===== config.mk =====
export PLATFORM = sky130hd
export DESIGN_NAME = next_fit_slot_allocator_core
export DESIGN_NICKNAME = d
export VERILOG_FILES = /design/src/design/nfsa_pkg.sv /design/src/design/nfsa_occ_mem.sv /design/src/design/next_fit_slot_allocator_core.sv
export SDC_FILE = /design/constraint.sdc
export NUM_CORES = 2
export LEC_CHECK = 0
export ABC_AREA = 0
export BUFFER_PORTS_ARGS = -buffer_cell sky130_fd_sc_hd__clkbuf_2
export CAP_MARGIN = 20
export CORE_MARGIN = 4
export CORE_UTILIZATION = 50
export DETAILED_ROUTE_END_ITERATION = 16
export PLACE_DENSITY = 0.68
export SYNTH_ARGS = -nofsm -noshare
export SYNTH_HDL_FRONTEND = slang
export SYNTH_SLANG_ARGS = --single-unit

===== constraint.sdc =====
create_clock -name clock -period 8.92 [get_ports clock]
set_input_delay 0.446 -clock clock [delete_from_list [all_inputs] [get_ports clock]]
set_output_delay 0.446 -clock clock [all_outputs]
set_load 0.1 [all_outputs]

===== src/design/nfsa_pkg.sv =====
`timescale 1ns / 1ps
// ----------------------------------------------------------------------------
// nfsa_pkg
// Shared constants, codes and types of the next-fit slot allocator.
// ----------------------------------------------------------------------------
package nfsa_pkg;

   // Pool geometry. The occupancy map is kept as words of WORD_W bits.
   localparam int SLOTS   = 1024;
   localparam int WORD_W  = 32;
   localparam int WORDS   = SLOTS / WORD_W;
   localparam int WADDR_W = $clog2(WORDS);
   localparam int BIT_W   = $clog2(WORD_W);
   localparam int STEP_W  = WADDR_W + 1;

   // Field widths.
   localparam int ID_W     = 10;
   localparam int LIM_W    = 11;
   localparam int MODE_W   = 2;
   localparam int STATUS_W = 2;

   // Configuration port.
   localparam int CSR_ADDR_W = 3;
   localparam int CSR_DATA_W = 32;
   localparam logic [CSR_ADDR_W-1:0] CSR_SLOT_LIMIT = 3'd0;

   localparam logic [LIM_W-1:0] LIMIT_RESET = 11'd1024;
   localparam logic [LIM_W-1:0] SLOTS_LIM   = LIM_W'(SLOTS);

   // Request modes.
   localparam logic [MODE_W-1:0] MODE_CLAIM_ANY = 2'd0;
   localparam logic [MODE_W-1:0] MODE_CLAIM_ID  = 2'd1;
   localparam logic [MODE_W-1:0] MODE_FREE_ID   = 2'd2;

   // Result status codes.
   localparam logic [STATUS_W-1:0] STATUS_OK    = 2'd0;
   localparam logic [STATUS_W-1:0] STATUS_BUSY  = 2'd1;
   localparam logic [STATUS_W-1:0] STATUS_RANGE = 2'd2;

   typedef enum logic [1:0] {
      ST_IDLE,
      ST_EVAL,
      ST_DONE
   } state_type;

   // Write request into the occupancy map.
   typedef struct packed {
      logic               en;
      logic [WADDR_W-1:0] addr;
      logic [WORD_W-1:0]  data;
   } occ_wr_type;

endpackage


===== src/design/nfsa_occ_mem.sv =====
`timescale 1ns / 1ps
// ----------------------------------------------------------------------------
// nfsa_occ_mem
// Occupancy map: one word memory with a registered read port, plus one valid
// bit per word so that a clear empties the whole map at once.
// ----------------------------------------------------------------------------
module nfsa_occ_mem import nfsa_pkg::*; (
   input  logic               clock,
   input  logic               reset,
   input  logic               clear,
   input  logic [WADDR_W-1:0] rd_addr,
   output logic [WORD_W-1:0]  rd_data,
   input  occ_wr_type         wr
);

   logic [WORD_W-1:0] mem_ff [WORDS];
   logic [WORDS-1:0]  row_valid_ff;
   logic [WORDS-1:0]  row_valid_in;
   logic [WORD_W-1:0] rd_word_ff;
   logic              rd_valid_ff;

   always_comb begin
      row_valid_in = row_valid_ff;
      if (clear) begin
         row_valid_in = '0;
      end else if (wr.en) begin
         row_valid_in[wr.addr] = 1'b1;
      end
   end

   always_ff @(posedge clock) begin
      if (reset) begin
         row_valid_ff <= '0;
      end else begin
         row_valid_ff <= row_valid_in;
      end
   end

   always_ff @(posedge clock) begin
      if (wr.en) begin
         mem_ff[wr.addr] <= wr.data;
      end
      rd_word_ff  <= mem_ff[rd_addr];
      rd_valid_ff <= row_valid_ff[rd_addr];
   end

   // A word that has not been written since the last clear reads as all empty.
   assign rd_data = rd_valid_ff ? rd_word_ff : '0;

endmodule


===== src/design/next_fit_slot_allocator_core.sv =====
`timescale 1ns / 1ps
// ----------------------------------------------------------------------------
// next_fit_slot_allocator_core
// Next-fit slot allocator over a pool of 1024 slots with an APB register port.
// ----------------------------------------------------------------------------
// The block takes one request at a time and answers each with one result beat.
// Claiming a named slot or freeing one goes from the accepted request beat
// through ST_EVAL to ST_DONE, where the result is loaded. A slot id beyond the
// limit, an undefined mode, a next-fit claim on a full pool or any claim with
// a zero limit skips ST_EVAL. A next-fit claim reads the occupancy map one
// 32-bit word per cycle, starting at the word of the current position and
// wrapping at the slot limit, until it finds a free slot or has read every
// word in use and the first word once more. A result beat that is still
// waiting holds the next result back, and the block takes no new request until
// that result is loaded. Writing slot_limit empties the map at once through
// per-word valid bits; there is no clearing pass after reset.
module next_fit_slot_allocator_core import nfsa_pkg::*; (
   input  logic                  clock,
   input  logic                  reset,
   // request channel
   input  logic                  req_tvalid,
   output logic                  req_tready,
   input  logic [15:0]           req_tdata,   // [9:0] slot_id, rest zero
   input  logic [1:0]            req_tuser,   // [1:0] mode
   // result channel
   output logic                  rsp_tvalid,
   input  logic                  rsp_tready,
   output logic [23:0]           rsp_tdata,   // [9:0] granted_slot, [20:10] free_count
   output logic [1:0]            rsp_tuser,   // [1:0] status
   // register port
   input  logic                  csr_psel,
   input  logic                  csr_penable,
   input  logic                  csr_pwrite,
   input  logic [CSR_ADDR_W-1:0] csr_paddr,
   input  logic [CSR_DATA_W-1:0] csr_pwdata,
   output logic [CSR_DATA_W-1:0] csr_prdata,
   output logic                  csr_pready
);

   state_type state_ff, state_in;

   logic [LIM_W-1:0]    limit_ff, limit_in;
   logic [ID_W-1:0]     next_pos_ff, next_pos_in;
   logic [LIM_W-1:0]    empty_ff, empty_in;
   logic [MODE_W-1:0]   mode_ff, mode_in;
   logic [ID_W-1:0]     id_ff, id_in;
   logic [WADDR_W-1:0]  word_ff, word_in;
   logic [BIT_W-1:0]    start_bit_ff, start_bit_in;
   logic [STEP_W-1:0]   step_ff, step_in;
   logic [STATUS_W-1:0] res_status_ff, res_status_in;
   logic [ID_W-1:0]     res_slot_ff, res_slot_in;
   logic                rsp_valid_ff, rsp_valid_in;
   logic [STATUS_W-1:0] rsp_status_ff, rsp_status_in;
   logic [ID_W-1:0]     rsp_slot_ff, rsp_slot_in;
   logic [LIM_W-1:0]    rsp_free_ff, rsp_free_in;

   logic               csr_wr;
   logic               map_clear;
   logic [WADDR_W-1:0] rd_addr;
   logic [WORD_W-1:0]  rd_data;
   occ_wr_type         occ_wr;

   logic [LIM_W-1:0]   eff_lim;
   logic [LIM_W-1:0]   new_lim;
   logic [LIM_W-1:0]   lim_m1;
   logic [WADDR_W-1:0] last_word;
   logic [WADDR_W-1:0] next_word;
   logic [BIT_W-1:0]   rem_bits;
   logic [STEP_W-1:0]  last_step;
   logic [WORD_W-1:0]  ones;
   logic [WORD_W-1:0]  range_mask;
   logic [WORD_W-1:0]  scan_mask;
   logic [WORD_W-1:0]  word_free;
   logic               hit_any;
   logic [BIT_W-1:0]   hit_bit;
   logic [ID_W-1:0]    hit_slot;
   logic [BIT_W-1:0]   id_bit;
   logic [WORD_W-1:0]  id_onehot;
   logic               id_taken;
   logic [ID_W-1:0]    adv_base;
   logic [LIM_W-1:0]   adv_sum;
   logic [ID_W-1:0]    adv_pos;
   logic [ID_W-1:0]    req_id;
   logic [MODE_W-1:0]  req_mode;

   // ------------------------------------------------------------------------
   // Register port
   // ------------------------------------------------------------------------
   assign csr_pready = 1'b1;
   assign csr_wr     = csr_psel && csr_penable && csr_pwrite && csr_pready &&
                       (csr_paddr == CSR_SLOT_LIMIT);
   assign csr_prdata = (csr_paddr == CSR_SLOT_LIMIT) ?
                       {{(CSR_DATA_W-LIM_W){1'b0}}, limit_ff} : '0;
   assign new_lim    = (csr_pwdata[LIM_W-1:0] > SLOTS_LIM) ? SLOTS_LIM
                                                           : csr_pwdata[LIM_W-1:0];
   assign map_clear  = csr_wr;

   // ------------------------------------------------------------------------
   // Geometry of the slots in use
   // ------------------------------------------------------------------------
   assign eff_lim   = (limit_ff > SLOTS_LIM) ? SLOTS_LIM : limit_ff;
   assign lim_m1    = eff_lim - LIM_W'(1);
   assign last_word = lim_m1[BIT_W +: WADDR_W];
   assign rem_bits  = eff_lim[BIT_W-1:0];
   assign last_step = {1'b0, last_word} + STEP_W'(1);
   assign next_word = (word_ff == last_word) ? '0 : word_ff + WADDR_W'(1);
   assign ones      = '1;

   always_comb begin
      if (word_ff != last_word || rem_bits == '0) begin
         range_mask = ones;
      end else begin
         range_mask = ~(ones << rem_bits);
      end
   end

   // The first word is scanned from the start position up, the word after
   // wrapping all the way round only below it.
   always_comb begin
      if (step_ff == '0) begin
         scan_mask = range_mask & (ones << start_bit_ff);
      end else if (step_ff == last_step) begin
         scan_mask = range_mask & ~(ones << start_bit_ff);
      end else begin
         scan_mask = range_mask;
      end
   end

   assign word_free = ~rd_data & scan_mask;
   assign hit_any   = |word_free;

   always_comb begin
      hit_bit = '0;
      for (int i = WORD_W - 1; i >= 0; i--) begin
         if (word_free[i]) begin
            hit_bit = BIT_W'(i);
         end
      end
   end

   assign hit_slot  = {word_ff, hit_bit};
   assign id_bit    = id_ff[BIT_W-1:0];
   assign id_onehot = {{(WORD_W-1){1'b0}}, 1'b1} << id_bit;
   assign id_taken  = rd_data[id_bit];

   // Shared position advance for both kinds of claim.
   assign adv_base = (mode_ff == MODE_CLAIM_ANY) ? hit_slot : id_ff;
   assign adv_sum  = {1'b0, adv_base} + LIM_W'(1);
   assign adv_pos  = (adv_sum >= eff_lim) ? '0 : adv_sum[ID_W-1:0];

   assign req_id   = req_tdata[ID_W-1:0];
   assign req_mode = req_tuser[MODE_W-1:0];

   // ------------------------------------------------------------------------
   // Sequencer
   // ------------------------------------------------------------------------
   always_comb begin
      state_in      = state_ff;
      limit_in      = limit_ff;
      next_pos_in   = next_pos_ff;
      empty_in      = empty_ff;
      mode_in       = mode_ff;
      id_in         = id_ff;
      word_in       = word_ff;
      start_bit_in  = start_bit_ff;
      step_in       = step_ff;
      res_status_in = res_status_ff;
      res_slot_in   = res_slot_ff;
      rsp_valid_in  = rsp_valid_ff;
      rsp_status_in = rsp_status_ff;
      rsp_slot_in   = rsp_slot_ff;
      rsp_free_in   = rsp_free_ff;
      rd_addr       = word_ff;
      occ_wr.en     = 1'b0;
      occ_wr.addr   = word_ff;
      occ_wr.data   = rd_data;
      req_tready    = (state_ff == ST_IDLE);

      if (rsp_valid_ff && rsp_tready) begin
         rsp_valid_in = 1'b0;
      end

      case (state_ff)
         ST_IDLE: begin
            if (req_tvalid) begin
               mode_in       = req_mode;
               id_in         = req_id;
               step_in       = '0;
               res_slot_in   = '0;
               res_status_in = STATUS_BUSY;
               case (req_mode)
                  MODE_CLAIM_ANY: begin
                     word_in      = next_pos_ff[BIT_W +: WADDR_W];
                     start_bit_in = next_pos_ff[BIT_W-1:0];
                     rd_addr      = next_pos_ff[BIT_W +: WADDR_W];
                     if (eff_lim == '0 || empty_ff == '0) begin
                        state_in = ST_DONE;
                     end else begin
                        state_in = ST_EVAL;
                     end
                  end
                  MODE_CLAIM_ID, MODE_FREE_ID: begin
                     word_in = req_id[BIT_W +: WADDR_W];
                     rd_addr = req_id[BIT_W +: WADDR_W];
                     if ({1'b0, req_id} >= eff_lim) begin
                        res_status_in = STATUS_RANGE;
                        state_in      = ST_DONE;
                     end else begin
                        state_in = ST_EVAL;
                     end
                  end
                  default: begin
                     state_in = ST_DONE;
                  end
               endcase
            end
         end

         ST_EVAL: begin
            case (mode_ff)
               MODE_CLAIM_ANY: begin
                  if (hit_any) begin
                     occ_wr.en     = 1'b1;
                     occ_wr.data   = rd_data | ({{(WORD_W-1){1'b0}}, 1'b1} << hit_bit);
                     empty_in      = empty_ff - LIM_W'(1);
                     next_pos_in   = adv_pos;
                     res_status_in = STATUS_OK;
                     res_slot_in   = hit_slot;
                     state_in      = ST_DONE;
                  end else if (step_ff == last_step) begin
                     state_in = ST_DONE;
                  end else begin
                     step_in = step_ff + STEP_W'(1);
                     word_in = next_word;
                     rd_addr = next_word;
                  end
               end
               MODE_CLAIM_ID: begin
                  if (!id_taken) begin
                     occ_wr.en     = 1'b1;
                     occ_wr.data   = rd_data | id_onehot;
                     empty_in      = empty_ff - LIM_W'(1);
                     next_pos_in   = adv_pos;
                     res_status_in = STATUS_OK;
                     res_slot_in   = id_ff;
                  end
                  state_in = ST_DONE;
               end
               MODE_FREE_ID: begin
                  if (id_taken) begin
                     occ_wr.en   = 1'b1;
                     occ_wr.data = rd_data & ~id_onehot;
                     if (empty_ff < eff_lim) begin
                        empty_in = empty_ff + LIM_W'(1);
                     end
                  end
                  res_status_in = STATUS_OK;
                  res_slot_in   = id_ff;
                  state_in      = ST_DONE;
               end
               default: begin
                  state_in = ST_DONE;
               end
            endcase
         end

         ST_DONE: begin
            if (!rsp_valid_ff || rsp_tready) begin
               rsp_valid_in  = 1'b1;
               rsp_status_in = res_status_ff;
               rsp_slot_in   = res_slot_ff;
               rsp_free_in   = empty_ff;
               state_in      = ST_IDLE;
            end
         end

         default: begin
            state_in = ST_IDLE;
         end
      endcase

      // The user must write registers only while the block is idle; the block does not enforce it.
      if (csr_wr) begin
         limit_in    = csr_pwdata[LIM_W-1:0];
         next_pos_in = '0;
         empty_in    = new_lim;
      end
   end

   always_ff @(posedge clock) begin
      if (reset) begin
         state_ff     <= ST_IDLE;
         limit_ff     <= LIMIT_RESET;
         next_pos_ff  <= '0;
         empty_ff     <= LIMIT_RESET;
         rsp_valid_ff <= 1'b0;
      end else begin
         state_ff     <= state_in;
         limit_ff     <= limit_in;
         next_pos_ff  <= next_pos_in;
         empty_ff     <= empty_in;
         rsp_valid_ff <= rsp_valid_in;
      end
   end

   always_ff @(posedge clock) begin
      mode_ff       <= mode_in;
      id_ff         <= id_in;
      word_ff       <= word_in;
      start_bit_ff  <= start_bit_in;
      step_ff       <= step_in;
      res_status_ff <= res_status_in;
      res_slot_ff   <= res_slot_in;
      rsp_status_ff <= rsp_status_in;
      rsp_slot_ff   <= rsp_slot_in;
      rsp_free_ff   <= rsp_free_in;
   end

   nfsa_occ_mem u_occ_mem (
      .clock   (clock),
      .reset   (reset),
      .clear   (map_clear),
      .rd_addr (rd_addr),
      .rd_data (rd_data),
      .wr      (occ_wr)
   );

   assign rsp_tvalid = rsp_valid_ff;
   assign rsp_tuser  = rsp_status_ff;
   assign rsp_tdata  = {3'b000, rsp_free_ff, rsp_slot_ff};

endmodule


==> qor.yml <==
yosys:
  synth-seq-cells: 1187
  yosysTopAreaCellShare: 0.632
  syn_area_um2: 51400
  syn_inst: 4221
  synth_area_leaders: "edfxtp_1 (63%), nand2_1 (7.0%), dfxtp_1 (4.1%), a21oi_1 (3.7%), a32oi_1 (3.4%)"
  synth_edf_count: 1082
  synth_top_area_cell: "edfxtp_1"
  synth_flop_cell: "edfxtp_1"
  ys_warn_count: 0
  ys_seq_area_frac: 0.673
  synth_area_per_cell_um2: 12.2
  synth.distinct_cells: 90
  synthArstFlopShare: 0
setup_path:
  cpPeakStageDelay_ns: 0.68
  crit_top_cell: "a21o_1"
  regToRegEndpoint: "next_pos_ff[9]"
  crit_buf_inv: 0
  cp.arrival_ns: 8.89
  ff2ff_setup_slack_ns: 0.67
  r2r_start: "limit_ff[0]"
  endpoint_kind: "flop"
  cp-start-kind: "flop"
  required_ns: 9.57
  path_class: "reg2reg"
  cp_max_fo: 14
  crit_path_top_delay_cell: "o21ai_0"
  ff2ff_path_depth: 33
  critical-path-top-delay-family: "compound AO/OA/AOI/OAI gates"
final_layout:
  nFillCells: 8229
  layout-drive-gt1-share: 0.111
  final_area_um2: 57800
  n_antenna_cell: 0
  nNetsFinal: 4376
  final_common_cell: "edfxtp_1"
  fin_util: 0.567
  layout_common_cells: "edfxtp_1 (1082), nand2_1 (957), a21oi_1 (374)"
  syn_to_final_growth_pct: 12.3
floorplan:
  io-pin-count: 121
  core_area_um2: 102000
  initial_core_util: 0.505
  dieHeight_um: 329
  die_x_um: 329
  die_area_um2: 108000
  num_rows: 117
clock_network:
  worstSkewPairLatency_ns: 0.71
  cts_inserted_buffers: 115
  clk_pin_slew_ns: 0.06
  cts_tree: "done"
  postCtsSetupBuffers: 0
  htreeDepth: 3
  root_buffer: "clkbuf_16"
  cts.sinks: 1187
  cts_buffer_depth: 3
sta:
  setup_viol: 0
  fmax_mhz: 121
  slew_violations: 0
  worstMarginPinSlew_ns: 1.07
  fin_worst_skew_ns: 0.0426
  tns_ns: 0
  finalCriticalPeriod_ns: 8.25
  rsz0062_at_grt: "no"
  relSlewSlack: 0.282
  finalHoldViolCount: 0
  fin_crit_sh: 0.924
global_route:
  grt_pass1_vias: 33703
  grt_usage: 0.279
  antenna_found_initial: 3
  grt_start_max_net_pins: 151
  overflow: 0
  grt_pass1_wl_mm: 223
place:
  placed_area_um2: 53800
  finalWeightedCongestion: 0.973
  portBuffers: 68
  dp_hpwl_mm: 84.7
route:
  drt_first_pass_iters: 6
  drt-total-wl_mm: 154
  vias_per_cell: 6.39
  drt-wirelength-per-cell_um: 27.0
  vias: 36615
  first_iter_violations: 5274
  postRouteAntennaNets: 0
  drc_errors: 0
power_and_ir_drop:
  seq_power_share: 0.453
  p_clk_frac: 0.301
  total_power_mw: 15.6
  internal_power_mw: 10.7
  switchingPower_mw: 4.87
  leakagePower_nw: 19.5
  comb_power_share: 0.246
  ir_worst_vdd_mv: 0.179
  p_sw_frac: 0.313
  power_density_nw_per_um2: 269
hold_path:
  holdPathEnd: "limit_ff[0]"
  worstHoldStart: "csr_pwdata[0]"
  holdPathStages: 3
  worstHoldPathType: "in2reg"
flow_run:
  maxCapViolations: 0
outcome:
  status: "completed"
## kinds of logic after synthesis
logic type                 after synthesis  share of synthesized area
adders and majority gates               55                     0.0135
muxes                                   33                    0.00888
DFF                                   1187                      0.673
buffers and inverters                  366                     0.0305
other                                    2                   0.000146
xor gates and xnor gates                32                    0.00545
and+or+nand+nor                       1393                      0.116
AOI/OAI and AO/OA                     1153                      0.153
## worst register-to-register path: cells and delay by family, from the launching register on
family | cells | cell delay [ns]
and+or+nand+nor | 11 | 2.96
xor gates and xnor gates | 1 | 0.26
DFF | 1 | 0.49
muxes | 1 | 0.11
adders and majority gates | 3 | 0.80
AOI/OAI and AO/OA | 17 | 3.56
## cells in the mapped netlist (12+ instances only)
master and number:
or2_2 15, o22ai_1 108, o31ai_1 30, xor2_1 12
inv_1 30, clkbuf_1 197, o211ai_1 12, buf_2 73
nand2_1 960, a211oi_1 21, buf_4 27, nor2b_1 14
nor2_1 145, or3_1 12, a31oi_1 23, xnor2_1 20
a32oi_1 199, a32o_1 67, nand2b_1 25, o21a_1 50
buf_1 34, mux2i_1 22, nor3_1 33, a21o_1 20
a22o_1 42, and2_1 26, o21ai_0 115, edfxtp_1 1082
ha_1 54, nand3_1 56, nor4_1 45, nand4_1 17
a21oi_1 376, dfxtp_1 105
## cell type report
cell class / instances / area, µm² / share of cell area
well taps: 1368 / 1710 / 0.0296
clock inverters: 53 / 510 / 0.00884
inverters: 35 / 139 / 0.00240
clock buffers: 161 / 3080 / 0.0533
repair buffers: 231 / 1940 / 0.0336
multi-input cells: 2691 / 15800 / 0.273
flip-flops and latches: 1187 / 34600 / 0.599
## per-layer routing
layer,wire (µm),up-vias,global-route usage
met3,15400,417,0.0457
met4,7540,0,0.127
met5,0,-,0
met1,60900,17994,0.387
li1,-,16088,-
met2,70600,2116,0.434
## how the worst max path moves through the flow
stage / from / endpoint / slack (ns) / cells after the start
floorplan: limit_ff[1] / next_pos_ff[2] / 1.85 / 36
finish: limit_ff[0] / next_pos_ff[9] / 0.67 / 33
global route: limit_ff[0] / next_pos_ff[8] / 0.08 / 33
detailed placement: limit_ff[0] / next_pos_ff[4] / 0.56 / 33
CTS: limit_ff[0] / next_pos_ff[9] / 0.50 / 33
global placement: limit_ff[0] / next_pos_ff[5] / 0.56 / 33
## what timing repair did
action	CTS	global route
hold buffers	18	0
endpoints found under the hold margin	18	0
resized for setup	0	2
setup endpoints to repair	0	8
## state kept, by name (all words and copies together) (netlist names), 6 cells and up
name	flops
rsp_free_ff	11
u_occ_mem.rd_word_ff	32
next_pos_ff	10
empty_ff	11
rsp_slot_ff	10
res_slot_ff	10
limit_ff	11
id_ff	10
u_occ_mem.mem_ff	1024
u_occ_mem.row_valid_ff	32
step_ff	6
## power groups by stage
stage / Combinational, mW / Clock (mW) / Sequential, mW
floorplan: 2.33 / 0 / 7.16
CTS: 3.66 / 4.73 / 7.06
detailed placement: 3.64 / 0 / 7.17
global route: 4.12 / 4.97 / 7.05
global placement: 3.55 / 0 / 7.18
finish: 3.83 / 4.67 / 7.05
## through the flow
stage | std cells | hold WS, ns | setup WS, ns
final | 5726 | 0.0592 | 0.675
after global routing | 5726 | 0.0297 | 0.0806
after CTS | 5714 | 0.00340 | 0.499
after detailed placement | 5482 | 0.405 | 0.556
after global placement | 5477 | 0.403 | 0.561
after floorplan | 4244 | 0.400 | 1.85
No activity file was read; power rests on OpenSTA's default activity.
